`src/rtl/i2cbm_pkg.sv`:
```
// Shared types, constants and phase table of the I2C master bit engine.
package i2cbm_pkg;

	localparam int BITS_PER_BYTE = 8;
	localparam int TICK_W = 16;
	localparam int PHASE_W = 5;
	localparam int BIT_IDX_W = 4;
	localparam int QUEUE_DEPTH_DEF = 2;
	localparam logic [TICK_W-1:0] DELAY_RESET = 16'd200;
	localparam logic [PHASE_W-1:0] READ_BIT_PHASES = PHASE_W'(2 * BITS_PER_BYTE);

	typedef enum logic [2:0] {
		CMD_START     = 3'd0,
		CMD_STOP      = 3'd1,
		CMD_WRITE     = 3'd2,
		CMD_READ      = 3'd3,
		CMD_WAIT_ACK  = 3'd4,
		CMD_SEND_ACK  = 3'd5,
		CMD_SEND_NACK = 3'd6,
		CMD_RSVD      = 3'd7
	} cmd_t;

	typedef struct packed {
		logic       start;
		cmd_t       cmd;
		logic [7:0] tx_byte;
		logic       send_ack;
		logic       sda_in;
	} tick_item_t;

	typedef struct packed {
		logic       scl_out;
		logic       sda_out;
		logic       busy_res;
		logic       done_res;
		logic [7:0] rx_byte;
		logic       ack_level;
	} result_t;

	// Number of bus phases for each command.
	function automatic logic [PHASE_W-1:0] phase_count(cmd_t c);
		logic [PHASE_W-1:0] n;
		case (c)
			CMD_START:     n = PHASE_W'(3);
			CMD_STOP:      n = PHASE_W'(2);
			CMD_WRITE:     n = PHASE_W'(3 * BITS_PER_BYTE);
			CMD_READ:      n = PHASE_W'(2 * BITS_PER_BYTE + 3);
			CMD_WAIT_ACK,
			CMD_SEND_ACK,
			CMD_SEND_NACK: n = PHASE_W'(3);
			default:       n = '0;
		endcase
		return n;
	endfunction

endpackage

```
`src/rtl/i2cbm_queue.sv`:
```
// Small register-based first-in first-out queue used between the engine parts.
module i2cbm_queue #(
	parameter int WIDTH = 8,
	parameter int DEPTH = 2
) (
	input  logic             clk,
	input  logic             arst_n,
	input  logic             push,
	input  logic [WIDTH-1:0] wr_data,
	output logic             full,
	input  logic             pop,
	output logic             empty,
	output logic [WIDTH-1:0] rd_data
);
	localparam int PTR_W = (DEPTH > 1) ? $clog2(DEPTH) : 1;
	localparam int CNT_W = $clog2(DEPTH + 1);
	localparam logic [PTR_W-1:0] LAST_PTR = PTR_W'(DEPTH - 1);
	localparam logic [CNT_W-1:0] FULL_CNT = CNT_W'(DEPTH);

	logic [WIDTH-1:0] mem_q [DEPTH];
	logic [PTR_W-1:0] wr_ptr_q;
	logic [PTR_W-1:0] rd_ptr_q;
	logic [CNT_W-1:0] count_q;
	logic             do_push;
	logic             do_pop;

	assign full    = (count_q == FULL_CNT);
	assign empty   = (count_q == '0);
	assign do_push = push && !full;
	assign do_pop  = pop && !empty;
	assign rd_data = mem_q[rd_ptr_q];

	always_ff @(posedge clk) begin
		if (do_push) begin
			mem_q[wr_ptr_q] <= wr_data;
		end
	end

	always_ff @(posedge clk or negedge arst_n) begin
		if (!arst_n) begin
			wr_ptr_q <= '0;
			rd_ptr_q <= '0;
			count_q  <= '0;
		end else begin
			if (do_push) begin
				wr_ptr_q <= (wr_ptr_q == LAST_PTR) ? '0 : wr_ptr_q + PTR_W'(1);
			end
			if (do_pop) begin
				rd_ptr_q <= (rd_ptr_q == LAST_PTR) ? '0 : rd_ptr_q + PTR_W'(1);
			end
			if (do_push && !do_pop) begin
				count_q <= count_q + CNT_W'(1);
			end else if (do_pop && !do_push) begin
				count_q <= count_q - CNT_W'(1);
			end
		end
	end

endmodule

```
`src/rtl/i2cbm_front.sv`:
```
// Front part: accepts tick items, classifies commands and queues them for the engine.
module i2cbm_front #(
	parameter int QUEUE_DEPTH = 2
) (
	input  logic                   clk,
	input  logic                   arst_n,
	input  logic                   push,
	output logic                   full,
	input  logic                   cmd_valid,
	input  logic [2:0]             cmd,
	input  logic [7:0]             tx_byte,
	input  logic                   send_ack,
	input  logic                   sda_in,
	output logic                   item_valid,
	input  logic                   item_take,
	output i2cbm_pkg::tick_item_t  item
);
	import i2cbm_pkg::*;

	tick_item_t in_item;
	logic       q_empty;
	cmd_t       cmd_code;

	// The reserved command code never starts a sequence.
	always_comb begin
		cmd_code         = cmd_t'(cmd);
		in_item.start    = cmd_valid && (cmd_code != CMD_RSVD);
		in_item.cmd      = cmd_code;
		in_item.tx_byte  = tx_byte;
		in_item.send_ack = send_ack;
		in_item.sda_in   = sda_in;
	end

	i2cbm_queue #(
		.WIDTH($bits(tick_item_t)),
		.DEPTH(QUEUE_DEPTH)
	) u_cmd_queue (
		.clk    (clk),
		.arst_n (arst_n),
		.push   (push),
		.wr_data(in_item),
		.full   (full),
		.pop    (item_take),
		.empty  (q_empty),
		.rd_data(item)
	);

	assign item_valid = !q_empty;

endmodule

```
`src/rtl/i2cbm_back.sv`:
```
// Back part: the bus phase sequencer and the result queue.
module i2cbm_back #(
	parameter int QUEUE_DEPTH = 2
) (
	input  logic                          clk,
	input  logic                          arst_n,
	input  logic                          cfg_wr_en,
	input  logic [i2cbm_pkg::TICK_W-1:0]  cfg_wr_data,
	input  logic                          item_valid,
	output logic                          item_take,
	input  i2cbm_pkg::tick_item_t         item,
	input  logic                          pop,
	output logic                          empty,
	output i2cbm_pkg::result_t            result
);
	import i2cbm_pkg::*;

	logic [TICK_W-1:0]    delay_q;
	logic [TICK_W-1:0]    tick_q, tick_n, tick_inc, delay_eff;
	logic [PHASE_W-1:0]   phase_q, phase_n, phase_inc;
	logic [1:0]           sub_q, sub_n, sub_inc;
	logic [BIT_IDX_W-1:0] bit_q, bit_n;
	logic [7:0]           shift_q, shift_n;
	cmd_t                 cmd_q, cmd_n;
	logic                 busy_q, busy_n;
	logic                 scl_q, scl_n;
	logic                 sda_q, sda_n;
	logic                 ack_q, ack_n;
	logic [7:0]           rx_q, rx_n;
	logic                 choice_q, choice_n;
	logic                 done_n;
	logic                 res_full;
	logic                 step;
	result_t              res_in;

	assign step      = item_valid && !res_full;
	assign item_take = step;
	assign delay_eff = (delay_q == '0) ? TICK_W'(1) : delay_q;
	assign tick_inc  = tick_q + TICK_W'(1);
	assign phase_inc = phase_q + PHASE_W'(1);
	assign sub_inc   = (sub_q == 2'd2) ? 2'd0 : sub_q + 2'd1;

	always_comb begin
		tick_n   = tick_q;
		phase_n  = phase_q;
		sub_n    = sub_q;
		bit_n    = bit_q;
		shift_n  = shift_q;
		cmd_n    = cmd_q;
		busy_n   = busy_q;
		scl_n    = scl_q;
		sda_n    = sda_q;
		ack_n    = ack_q;
		rx_n     = rx_q;
		choice_n = choice_q;
		done_n   = 1'b0;
		if (busy_q) begin
			tick_n = tick_inc;
			if (tick_inc >= delay_eff) begin
				tick_n  = '0;
				phase_n = phase_inc;
				sub_n   = sub_inc;
				// Actions at the end of the current phase.
				case (cmd_q)
					CMD_WRITE: begin
						if (sub_q == 2'd2) begin
							shift_n = {shift_q[6:0], 1'b0};
							bit_n   = bit_q + BIT_IDX_W'(1);
						end
					end
					CMD_READ: begin
						if (phase_q < READ_BIT_PHASES) begin
							if (!phase_q[0]) begin
								shift_n = {shift_q[6:0], item.sda_in};
							end else begin
								bit_n = bit_q + BIT_IDX_W'(1);
							end
						end
					end
					CMD_WAIT_ACK: begin
						if (phase_q == PHASE_W'(1)) begin
							ack_n = item.sda_in;
						end
					end
					default: begin
					end
				endcase
				if (phase_inc >= phase_count(cmd_q)) begin
					// Sequence complete.
					busy_n = 1'b0;
					done_n = 1'b1;
					case (cmd_q)
						CMD_STOP:     sda_n = 1'b1;
						CMD_READ: begin
							rx_n = shift_n;
							if (choice_q) begin
								sda_n = 1'b1;
							end
						end
						CMD_SEND_ACK: sda_n = 1'b1;
						default: begin
						end
					endcase
				end else begin
					// Levels applied on entry to the next phase.
					case (cmd_q)
						CMD_START: begin
							if (phase_inc == PHASE_W'(1)) begin
								sda_n = 1'b0;
							end else begin
								scl_n = 1'b0;
							end
						end
						CMD_STOP: scl_n = 1'b1;
						CMD_WRITE: begin
							case (sub_inc)
								2'd0: sda_n = shift_n[7];
								2'd1: scl_n = 1'b1;
								default: begin
									scl_n = 1'b0;
									if (bit_n == BIT_IDX_W'(BITS_PER_BYTE - 1)) begin
										sda_n = 1'b1;
									end
								end
							endcase
						end
						CMD_READ: begin
							if (phase_inc < READ_BIT_PHASES) begin
								scl_n = !phase_inc[0];
							end else if (phase_inc == READ_BIT_PHASES) begin
								sda_n = !choice_q;
							end else if (phase_inc == READ_BIT_PHASES + PHASE_W'(1)) begin
								scl_n = 1'b1;
							end else begin
								scl_n = 1'b0;
							end
						end
						default: begin
							if (phase_inc == PHASE_W'(1)) begin
								scl_n = 1'b1;
							end else begin
								scl_n = 1'b0;
							end
						end
					endcase
				end
			end
		end else if (item.start) begin
			cmd_n   = item.cmd;
			busy_n  = 1'b1;
			tick_n  = '0;
			phase_n = '0;
			sub_n   = 2'd0;
			bit_n   = '0;
			case (item.cmd)
				CMD_START: begin
					scl_n = 1'b1;
					sda_n = 1'b1;
				end
				CMD_STOP: begin
					scl_n = 1'b0;
					sda_n = 1'b0;
				end
				CMD_WRITE: begin
					shift_n = item.tx_byte;
					sda_n   = item.tx_byte[7];
				end
				CMD_READ: begin
					choice_n = item.send_ack;
					scl_n    = 1'b1;
				end
				default: sda_n = (item.cmd != CMD_SEND_ACK);
			endcase
		end
	end

	always_ff @(posedge clk or negedge arst_n) begin
		if (!arst_n) begin
			delay_q  <= DELAY_RESET;
			tick_q   <= '0;
			phase_q  <= '0;
			sub_q    <= 2'd0;
			bit_q    <= '0;
			shift_q  <= '0;
			cmd_q    <= CMD_START;
			busy_q   <= 1'b0;
			scl_q    <= 1'b1;
			sda_q    <= 1'b1;
			ack_q    <= 1'b1;
			rx_q     <= '0;
			choice_q <= 1'b0;
		end else begin
			if (cfg_wr_en) begin
				delay_q <= cfg_wr_data;
			end
			if (step) begin
				tick_q   <= tick_n;
				phase_q  <= phase_n;
				sub_q    <= sub_n;
				bit_q    <= bit_n;
				shift_q  <= shift_n;
				cmd_q    <= cmd_n;
				busy_q   <= busy_n;
				scl_q    <= scl_n;
				sda_q    <= sda_n;
				ack_q    <= ack_n;
				rx_q     <= rx_n;
				choice_q <= choice_n;
			end
		end
	end

	always_comb begin
		res_in.scl_out   = scl_n;
		res_in.sda_out   = sda_n;
		res_in.busy_res  = busy_n;
		res_in.done_res  = done_n;
		res_in.rx_byte   = rx_n;
		res_in.ack_level = ack_n;
	end

	i2cbm_queue #(
		.WIDTH($bits(result_t)),
		.DEPTH(QUEUE_DEPTH)
	) u_res_queue (
		.clk    (clk),
		.arst_n (arst_n),
		.push   (step),
		.wr_data(res_in),
		.full   (res_full),
		.pop    (pop),
		.empty  (empty),
		.rd_data(result)
	);

endmodule

```
`src/rtl/i2c_bit_level_master.sv`:
```
// Top level of the I2C master bit engine: tick queue, phase sequencer and result queue.
//
// Each item pushed is one tick of the bus timebase, carrying the sampled SDA level and
// optionally a command (start, stop, write byte, read byte with ACK or NACK, wait for ACK,
// send ACK, send NACK). Every item yields exactly one result item with the SCL and SDA
// drive levels (1 means released), busy, a one-tick done pulse, the last received byte and
// the last sampled ACK level. The engine takes one item per clock cycle while one waits
// and the result queue has room: a small command queue sits before the phase sequencer
// and a small result queue after it, so a stall on either side holds up the other only
// once the queues have run empty or full. An accepted item waits in the command queue
// until the sequencer takes it and queues its result. Each bus phase lasts delay_ticks
// items (0 acts as 1); commands arriving while a sequence runs, including on the tick that
// completes it, are ignored, as is the unused command code 7. The delay register resets
// to 200 and should only be written while all results have been popped.
module i2c_bit_level_master #(
	parameter int QUEUE_DEPTH = i2cbm_pkg::QUEUE_DEPTH_DEF
) (
	input  logic                         clk,
	input  logic                         arst_n,
	input  logic                         cfg_wr_en,
	input  logic [i2cbm_pkg::TICK_W-1:0] cfg_wr_data,
	input  logic                         push,
	output logic                         full,
	input  logic                         cmd_valid,
	input  logic [2:0]                   cmd,
	input  logic [7:0]                   tx_byte,
	input  logic                         send_ack,
	input  logic                         sda_in,
	output logic                         empty,
	input  logic                         pop,
	output logic                         scl_out,
	output logic                         sda_out,
	output logic                         busy_res,
	output logic                         done_res,
	output logic [7:0]                   rx_byte,
	output logic                         ack_level
);
	import i2cbm_pkg::*;

	tick_item_t item;
	logic       item_valid;
	logic       item_take;
	result_t    result;

	// Front: decodes whether the tick starts a command and buffers it.
	i2cbm_front #(
		.QUEUE_DEPTH(QUEUE_DEPTH)
	) u_front (
		.clk       (clk),
		.arst_n    (arst_n),
		.push      (push),
		.full      (full),
		.cmd_valid (cmd_valid),
		.cmd       (cmd),
		.tx_byte   (tx_byte),
		.send_ack  (send_ack),
		.sda_in    (sda_in),
		.item_valid(item_valid),
		.item_take (item_take),
		.item      (item)
	);

	// Back: advances the bus phases by one tick per item and queues the results.
	i2cbm_back #(
		.QUEUE_DEPTH(QUEUE_DEPTH)
	) u_back (
		.clk        (clk),
		.arst_n     (arst_n),
		.cfg_wr_en  (cfg_wr_en),
		.cfg_wr_data(cfg_wr_data),
		.item_valid (item_valid),
		.item_take  (item_take),
		.item       (item),
		.pop        (pop),
		.empty      (empty),
		.result     (result)
	);

	assign scl_out   = result.scl_out;
	assign sda_out   = result.sda_out;
	assign busy_res  = result.busy_res;
	assign done_res  = result.done_res;
	assign rx_byte   = result.rx_byte;
	assign ack_level = result.ack_level;

endmodule

```
`config.mk`:
```
export PLATFORM = sky130hd
export DESIGN_NAME = i2c_bit_level_master
export DESIGN_NICKNAME = d
export VERILOG_FILES = /design/src/rtl/i2cbm_pkg.sv /design/src/rtl/i2cbm_queue.sv /design/src/rtl/i2cbm_front.sv /design/src/rtl/i2cbm_back.sv /design/src/rtl/i2c_bit_level_master.sv
export SDC_FILE = /design/constraint.sdc
export NUM_CORES = 1
export LEC_CHECK = 0
export BUFFER_PORTS_ARGS = -buffer_cell sky130_fd_sc_hd__buf_4
export CORE_ASPECT_RATIO = 1.2
export CORE_MARGIN = 2
export CORE_UTILIZATION = 40
export DETAILED_ROUTE_END_ITERATION = 16
export GPL_TIMING_DRIVEN = 0
export RECOVER_POWER = 100
export SYNTH_ARGS = -nofsm -noshare
export SYNTH_HDL_FRONTEND = slang
export SYNTH_SLANG_ARGS = --single-unit
```
`constraint.sdc`:
```
create_clock -name clk -period 4.34 [get_ports clk]
set_input_delay 0.868 -clock clk [delete_from_list [all_inputs] [get_ports clk]]
set_output_delay 0.868 -clock clk [all_outputs]
set_load 0.01 [all_outputs]
```
# After elaboration in Yosys (flattened, before gate mapping)
# Memories as Yosys holds them, arrays and structs flattened.
# Cells that the tools add are included.
[classes]
n_reduce_logical = 38
bitwise_logic = 1
addsub = 12
n_lt_le_gt_ge = 4
n_mux = 83
eq_ne = 21
[op_table]
columns = ["operator", "n"]
rows = [
  ["$mux W8", 11],
  ["$mux W16", 4],
  ["$mux W1", 37],
  ["$mux W4", 8],
  ["$mux W5", 5],
  ["$pmux W5 S4", 1],
  ["$add A16 B1 Y16 const B", 1],
  ["$ge A16 B16 Y1", 1],
  ["$logic_not A16 Y1", 1],
  ["$mux W2", 8],
  ["$pmux W8 S2", 1],
  ["$eq A3 B2 Y1 const B", 4],
  ["$eq A5 B1 Y1 const B", 2],
  ["$eq A5 B5 Y1 const B", 2],
  ["$logic_and A1 B1 Y1", 10],
  ["$logic_not A1 Y1", 10],
  ["$lt A5 B5 Y1 const B", 2],
  ["$eq A3 B3 Y1 const B", 3],
  ["$pmux W1 S2", 4],
  ["$pmux W1 S4", 2],
  ["$pmux W4 S2", 1],
  ["$reduce_and A4 Y1", 2],
  ["$reduce_bool A2 Y1", 4],
  ["$add A2 B1 Y2 const B", 3],
  ["other kinds (19)", 32],
]
[word_totals]
memories = 2
elab_cells = 180
in_bits = 35
ff_bits = 75
ramBits = 54
[mem_list]
columns = ["memory", "depth", "width", "read_ports", "rd_ports_with_merged_regs", "write_ports", "line_no", "source"]
rows = [
  ["u_front.u_cmd_queue.mem_q", 2, 14, 1, 0, 1, "i2cbm_queue.sv:20", "logic [WIDTH-1:0] mem_q [DEPTH];"],
  ["u_back.u_res_queue.mem_q", 2, 13, 1, 0, 1, "i2cbm_queue.sv:20", ""],
]

# Longest topological paths before layout
# Gate-level depths: netlist of the first run.
[logic_depth]
word_depth = 13
mapped_depth = 15

# Cells and area by module
# A second synthesis of the first run with hierarchy kept.
[hier_totals]
hier_cells = 627
hier_area_um2 = 6757.7
[by_module_without_submodules]
columns = ["module", "area_per_inst_um2", "cells_per_inst", "instances", "seq_area_each_um2"]
rows = [
  ["i2cbm_back", 4315.4, 502, 1, 1684.1],
  ["i2cbm_queue at u_front.u_cmd_queue", 1260.0, 63, 1, 940.9],
  ["i2cbm_queue at u_back.u_res_queue", 1168.6, 59, 1, 880.8],
  ["i2cbm_front", 13.8, 3, 1, 0.0],
]

# Least setup slack after synthesis of the first run
# Ideal clock, no wire load.
[synth_path]
path_kind = "reg-to-reg"
from = "reg u_back.tick_q[0]"
to = "mem u_back.u_res_queue.mem_q[0][1] (netlist bit), data pin"
slack_ns = 0.988
path_buffers = 1
stages_incl_launch_ff = 14
arrival_time_ns = 3.090
period_less_slack_ns = 3.352
cell_sequence = "dfrtp_1 > ha_1 > nand3_1 > nor4_1 > nand3_1 > xnor2_1 > ha_1 > nand4_1 > nor2_1 > a31oi_4 > a21oi_2 > and3_1 > buf_6 > mux2_4"
[synth_via]
elab_chain_cells = 4
[synth_lines]
columns = ["item", "line_no", "source"]
rows = [
  ["from (decl)", "i2cbm_back.sv:19", "logic [TICK_W-1:0] tick_q, tick_n, tick_inc, delay_eff;"],
  ["from (signal assigned)", "i2cbm_back.sv:197", "tick_q <= tick_n;"],
  ["$add A16 B1 Y16", "i2cbm_back.sv:39", "assign tick_inc = tick_q + TICK_W'(1);"],
  ["$ge A16 B16 Y1", "i2cbm_back.sv:59", "if (tick_inc >= delay_eff) begin"],
  ["$mux W8", "i2cbm_back.sv:59", ""],
  ["$mux W8", "i2cbm_back.sv:57", "if (busy_q) begin"],
  ["via u_back.rx_n[0]", "i2cbm_back.sv:29", "logic [7:0] rx_q, rx_n;"],
  ["to (decl)", "i2cbm_queue.sv:20", ""],
]
# The timed path passes the listed nets, and every way through them passes these cells.

# Final worst setup path of the first run
[layout_path]
from = "reg u_back.tick_q[0]"
to = "mem u_back.u_res_queue.mem_q[1][7] (netlist bit), data pin"
# The elaborated chain is that of the path after synthesis.

==> run_results.csv, run 1 <==
group,metric,value,unit
critical_path,crit_path_start,"u_back.tick_q[0]",
logic_synthesis,postSynthAreaPerCell,11.02,um2
flow_run,drv_cap,1,
critical_path,path_depth,13,
clock_tree,insertion_delay,0.43,ns
clock_tree,htreeDepth,4,
finish,layout.nets,756,
drt,remaining_drc_errors,0,
grt,use_met3,4.552,%
sta,maxSlewViolCount,76,
grt,use_met2,29.89,%
logic_synthesis,seq_area_frac_synth,50.90,%
critical_path,setup.worst_path.start_class,"flop",
grt,grt_pass1_wl,24850,um
grt,antenna_found_initial,0,
worst_hold_path,worst_hold_path_type,"reg -> reg",
logic_synthesis,ys_ff_latch,129,
finish,area_delta_synth_final,16.02,%
clock_tree,holdBufCountCts,0,
critical_path,cp-end-kind,"flop",
power,peakVddDrop,304.9,uV
sta,finalCritPeriodShare,93.06,%
placed_design,gp_congestion,0.8749,
placed_design,post-dp-hpwl,10840,um
logic_synthesis,synth_cells,625,
clock_tree,clockRootBuffer,"clkbuf_16",
critical_path,r2r_cells,13,
logic_synthesis,yosysWarnings,0,
power,powerDensity,560.0,mW/mm2
finish,final_cell_mix,"nand2_1 (71), dfrtp_1 (69), edfxtp_1 (54), inv_1 (40), o21ai_0 (40)",
floorplan,die_x,123.8,um
floorplan,fp.dieArea,0.01829,mm2
drt,vias,4883,
critical_path,path_buf_inv,1,
logic_synthesis,synth_cell_type_count,67,
logic_synthesis,synth_flop_cell,"dfrtp_1",
clock_tree,ctsResizeCount,0,
grt,grt-ovfl-total,0,
sta,hold_viol_final,0,
drt,via_per_inst,5.296,
grt,grt_max_degree,76,
critical_path,crit_chain,"ha_1 -> nand3_1 -> nor4_1 -> nand3_1 -> xnor2_1 -> ha_1 -> nand4_1 -> nor2_1 -> a31oi_4 -> a21oi_2 -> and3_1 -> buf_2 -> mux2_4",
drt,drt-total-wl,14870,um
run_status,violations,"capacitance limit, slew limit",
finish,drive_gt1_share,18.13,%
grt,grt_pass1_vias,5094,
finish,final_common_cell,"nand2_1",
drt,first_pass_iters,5,
sta,min_period,4.039,ns
floorplan,fp-row-count,52,
grt,grt-busiest-layer,"met2",
sta,rsz0062_at_grt,"false",
critical_path,rr_startpoint,"u_back.tick_q[0]",
floorplan,core_area,0.01685,mm2
drt,ant_nets,0,
sta,max_freq,247.6,MHz
floorplan,start_util,40.87,%
grt,grtUsageTotal,17.77,%
drt,avgRoutedWirePerCell,16.12,um
critical_path,crit_path_max_incr_delay,0.54,ns
critical_path,cp_max_fo,8,
power,p_leak,0.003360,uW
grt,use_met1,20.81,%
clock_tree,cts_setup_buffers,0,
floorplan,fp.dieH,147.8,um
clock_tree,cts_buffers,17,
critical_path,endpoint,"u_back.u_res_queue.mem_q[1][7]",
critical_path,r2r_setup_slack,0.30,ns
sta,slew_headroom,-30.42,%
logic_synthesis,synth_area,0.006888,mm2
sta,timing.setup.tns,0,ns
finish,antenna_cells,0,
clock_tree,clockBufferDepth,2,
critical_path,critical_path_class,"reg -> reg",
critical_path,cp.arrival,4.21,ns
critical_path,slowest_stage,"nor4_1",
logic_synthesis,async_flop_share,58.14,%
placed_design,port_buffers,49,
sta,finalSetupViolCount,0,
sta,worst_slack,0.3010,ns
floorplan,io_pins,50,
critical_path,cp_top_family,"simple AND/OR/NAND/NOR gates",
sta,holdWs,0.4901,ns
clock_tree,clock-sinks,129,
drt,first_iter_violations,258,
sta,tightestPinTransition,1.956,ns
logic_synthesis,syn-num-nets,688,
critical_path,critPathRequiredTime,4.51,ns
run_status,status,"complete, but fails checks",
sta,skew,0.01106,ns
clock_tree,clkTransAtPathRegs,0.06,ns
critical_path,r2r_end,"u_back.u_res_queue.mem_q[1][7]",
placed_design,dp_slack,0.2516,ns
logic_synthesis,synth_edf_count,54,
clock_tree,cts_tree,"done",
synthesized netlist by cell type (3+ instances only):
| library cell | instances | area share (%) |
|---|---|---|
| and2_1 | 5 | 0.45 |
| nor2_1 | 29 | 1.6 |
| mux2_4 | 16 | 3.5 |
| and3_1 | 9 | 0.82 |
| xnor2_1 | 20 | 2.5 |
| nand2_1 | 71 | 3.9 |
| mux2_2 | 23 | 3.8 |
| ha_1 | 28 | 5.1 |
| mux2i_1 | 17 | 2.5 |
| o21ai_0 | 39 | 2.8 |
| edfxtp_1 | 54 | 24 |
| or4b_1 | 3 | 0.44 |
| nor2b_1 | 5 | 0.45 |
| a311oi_1 | 3 | 0.38 |
| nor3_1 | 12 | 0.87 |
| nor3b_1 | 3 | 0.33 |
| a22o_1 | 18 | 2.3 |
| clkbuf_1 | 11 | 0.60 |
| a211oi_1 | 3 | 0.33 |
| nand2b_1 | 6 | 0.55 |
| dfrtp_1 | 69 | 25 |
| nand3_1 | 22 | 1.6 |
| a21oi_1 | 20 | 1.5 |
| xor2_1 | 8 | 1.0 |
| a31oi_1 | 6 | 0.55 |
| o32ai_1 | 3 | 0.38 |
| or3_1 | 3 | 0.27 |
| nor4_1 | 5 | 0.45 |
| o211ai_1 | 6 | 0.65 |
| nand4_1 | 4 | 0.36 |
| buf_2 | 15 | 1.1 |
| inv_1 | 40 | 2.2 |
| dfstp_2 | 6 | 2.3 |
report_power, final:
group          total, uW  leakage [uW]  internal [uW]  switching [uW]
sequential          1730       0.00147           1590             140
clock               1350      0.000263            803             545
combinational       1390       0.00163            541             851
total               4480       0.00336           2940            1540
cell families after synthesis:
logic type               after synthesis  synth area share (%)
multiplexers                          57                 9.882
flip-flops                           129                 50.90
adder cells (fa/ha/maj)               28                 5.086
buffers and inverters                 70                 4.360
XOR/XNOR                              28                 3.560
AND/OR/NAND/NOR                      188                 13.46
AO/OA/AOI/OAI                        125                 12.75
registers in the layout, indices dropped and copies added, names as in the netlist, 3 cells and up:
name / flops
u_front.u_cmd_queue.mem_q: 28
u_back.u_res_queue.mem_q: 26
u_back.delay_q: 16
u_back.tick_q: 16
u_back.rx_q: 8
u_back.shift_q: 8
u_back.phase_q: 5
u_back.bit_q: 4
u_back.cmd_q: 3
routing by layer:
layer | wire (um) | share of wire [%] | up-vias
met5 | 0 | 0 | -
met4 | 488 | 3.3 | 0
met3 | 528 | 3.6 | 30
met2 | 7429 | 50 | 106
met1 | 6419 | 43 | 2337
li1 | - | - | 2410
through the flow:
step	instance area (um2)	util (%)	instances	total power [uW]
6_report	7991	47.42	922	4475
5_1_grt	7991	47.42	922	4751
4_1_cts	8083	47.97	922	4598
3_5_place_dp	7526	44.66	890	3233
3_3_place_gp	7526	44.66	890	3186
2_1_floorplan	6888	-	625	2744
area by class of cell:
type,instances,area (um2)
inverter,40,150.1
multi-input combinational,426,3070
clock buffer,20,446.7
timing repair buffer,49,301.5
tap,216,270.3
buffer,30,136.4
clock inverter,12,110.1
fill,1548,8860
sequential,129,3506
how the worst min path moves through the flow:
stage                     slack [ns]                      startpoint                              to  cells past startpoint
after floorplan                 0.46     u_back.u_res_queue.wr_ptr_q     u_back.u_res_queue.wr_ptr_q                      1
after global placement          0.48    u_front.u_cmd_queue.wr_ptr_q    u_front.u_cmd_queue.wr_ptr_q                      1
after detailed placement        0.48     u_back.u_res_queue.wr_ptr_q     u_back.u_res_queue.wr_ptr_q                      1
after CTS                       0.49     u_back.u_res_queue.wr_ptr_q     u_back.u_res_queue.wr_ptr_q                      1
after global routing            0.50  u_front.u_cmd_queue.count_q[1]  u_front.u_cmd_queue.count_q[1]                      1
final                           0.49                  u_back.rx_q[7]                  u_back.rx_q[7]                      1
(Power assumes the default switching activity.)
==> run 2: changes to the inputs <==
Settings changed: CTS_BUF_LIST set to sky130_fd_sc_hd__clkbuf_8.
==> run 2 against run 1 <==
Compared with the run above: the flow still finishes with violations (capacitance limit, slew limit); highest routed layer unchanged; largest power group unchanged; die area unchanged; via count hardly changed; clock skew increased by 0.0028 ns; critical path depth did not move; hold slack better by 0.0085 ns; register-to-register slack better by 0.03 ns; clock power shrank 29%; combinational power barely moved; routed wire length increased by 0.37%; sequential share of layout area increased by 1.2 points; final cell count unchanged; utilization down 1.3 points.
==> run_results.csv, run 2 (same netlist as run 1, synthesis figures left out) <==
group,metric,value,unit
critical_path,setup.worst_path.start_class,"flop",
floorplan,start_util,40.87,%
critical_path,cp.arrival,4.36,ns
drt,first_iter_violations,209,
clock_tree,cts_setup_buffers,0,
sta,finalCritPeriodShare,92.45,%
grt,grt_pass1_wl,24850,um
critical_path,cp-end-kind,"flop",
finish,final_common_cell,"nand2_1",
placed_design,dp.cells,890,
floorplan,fp-row-count,52,
power,p_sw,1492,uW
drt,ant_nets,0,
finish,layout.nets,756,
sta,timing.setup.tns,0,ns
finish,regMostFlops,"u_front.u_cmd_queue.mem_q",
sta,maxSlewViolCount,76,
drt,first_pass_iters,4,
finish,final_cells,922,
clock_tree,clock-sinks,129,
drt,drt-total-wl,14920,um
finish,drive_gt1_share,17.00,%
drt,avgRoutedWirePerCell,16.18,um
drt,via_per_inst,5.300,
floorplan,io_pins,50,
clock_tree,clockRootBuffer,"clkbuf_8",
finish,final_cell_mix,"nand2_1 (71), dfrtp_1 (69), edfxtp_1 (54), inv_1 (42), o21ai_0 (40)",
worst_hold_path,hold_path_startpoint,"u_front.u_cmd_queue.count_q[1]",
floorplan,fp.dieH,147.8,um
drt,vias,4887,
critical_path,critical_path_class,"reg -> reg",
power,combPwrFrac,34.1,%
sta,max_freq,249.2,MHz
clock_tree,htreeDepth,4,
power,p_leak,0.003281,uW
finish,area_delta_synth_final,12.90,%
grt,antenna_found_initial,0,
worst_hold_path,worst_hold_path_type,"reg -> reg",
run_status,status,"complete, but fails checks",
clock_tree,ctsResizeCount,0,
finish,largest_reg_flops,28,
power,powerDensity,525.8,mW/mm2
power,clkPwrFrac,23.6,%
grt,grt_pass1_vias,5054,
sta,finalSetupViolCount,0,
critical_path,cp_max_fo,8,
clock_tree,insertion_delay,0.46,ns
clock_tree,clockBufferDepth,2,
grt,grt_max_degree,76,
power,pwr-share-seq,42.4,%
clock_tree,cts_buffers,17,
finish,fillCellCount,1587,
clock_tree,cts_tree,"done",
placed_design,gp_congestion,0.8749,
floorplan,die_x,123.8,um
sta,hold_viol_final,0,
finish,multi_input_area,0.003044,mm2
finish,seq_area,0.003506,mm2
power,peakVddDrop,267.6,uV
flow_run,drv_cap,1,
critical_path,critPathRequiredTime,4.68,ns
floorplan,core_area,0.01685,mm2
power,p_int,2597,uW
grt,grtUsageTotal,17.60,%
finish,antenna_cells,0,
sta,skew,0.01385,ns
grt,grt-ovfl-total,0,
placed_design,port_buffers,49,
clock_tree,clkTransAtPathRegs,0.08,ns
power,switching_share,36.48,%
run_status,violations,"capacitance limit, slew limit",
sta,slew_headroom,-31.58,%
sta,tightestPinTransition,1.974,ns
critical_path,crit_path_start,"u_back.tick_q[0]",
floorplan,fp.dieArea,0.01829,mm2
drt,remaining_drc_errors,0,
placed_design,post-dp-hpwl,10840,um
clock_tree,holdBufCountCts,0,
sta,min_period,4.013,ns
sta,rsz0062_at_grt,"false",
finish,layout_top_registers,"u_front.u_cmd_queue.mem_q: 28 flops, u_back.u_res_queue.mem_q: 26 flops",
critical_path,rr_startpoint,"u_back.tick_q[0]",
run 2: cell types whose count changed in the layout (fill, tap and decap cells not counted), sizes merged:
cell,before,now
buf,39,40
clkbuf,60,57
inv,43,45
run 2: stage by stage:
stage	instance area [um2]	total power [uW]	setup WS, ns	hold slack [ns]	utilization (%)
finish	7776	4089	0.3275	0.4986	46.15
global route	7776	4362	0.03388	0.5073	46.15
CTS	7891	4212	0.2325	0.4915	46.83
detailed placement	7526	3233	0.2516	0.4812	44.66
global placement	7526	3186	0.3883	0.4774	44.66
floorplan	6888	2744	0.9881	0.4603	-
run 2: area by class of cell:
cell class              instances  area share, %
plain buffers                  30          1.834
clock buffers                  18          3.186
clock inverters                14          1.512
inverters                      40          1.931
multi-input cells             426          39.15
flip-flops and latches        129          45.08
well taps                     216          3.475
repair buffers                 49          3.829
run 2: worst max-delay path, cell delays in order (launching register included):
cell and delay [ns]:
dfrtp_1 0.45, ha_1 0.27, nand3_1 0.20, nor4_1 0.54
nand3_1 0.16, xnor2_1 0.18, ha_1 0.32, nand4_1 0.13
nor2_1 0.20, a31oi_4 0.17, a211oi_2 0.53, and3_1 0.23
buf_4 0.19, mux2_4 0.31
run 2: final timing paths:
check                                                  to  cells past startpoint  slack, ns
min reg2reg                u_front.u_cmd_queue.count_q[1]                      1       0.50
max in group asynchronous                u_back.tick_q[1]                      1       2.21
min in group asynchronous               u_back.delay_q[4]                      1       0.97
max reg2reg                                u_back.rx_q[3]                     13       0.33
max                                        u_back.rx_q[3]                     13       0.33
min                        u_front.u_cmd_queue.count_q[1]                      1       0.50
run 2: power groups by stage:
stage                     Clock, uW  Sequential, uW  Combinational, uW
after floorplan                   0            1710               1030
after global placement            0            1740               1440
after detailed placement          0            1760               1480
after CTS                       994            1730               1480
after global routing           1050            1760               1550
final                           963            1730               1390
run 2: metal layers:
layer	track usage, %	wire length (um)
met5	0	0
met4	7.727	380
met3	4.090	504
met2	30.19	7520
met1	20.80	6517
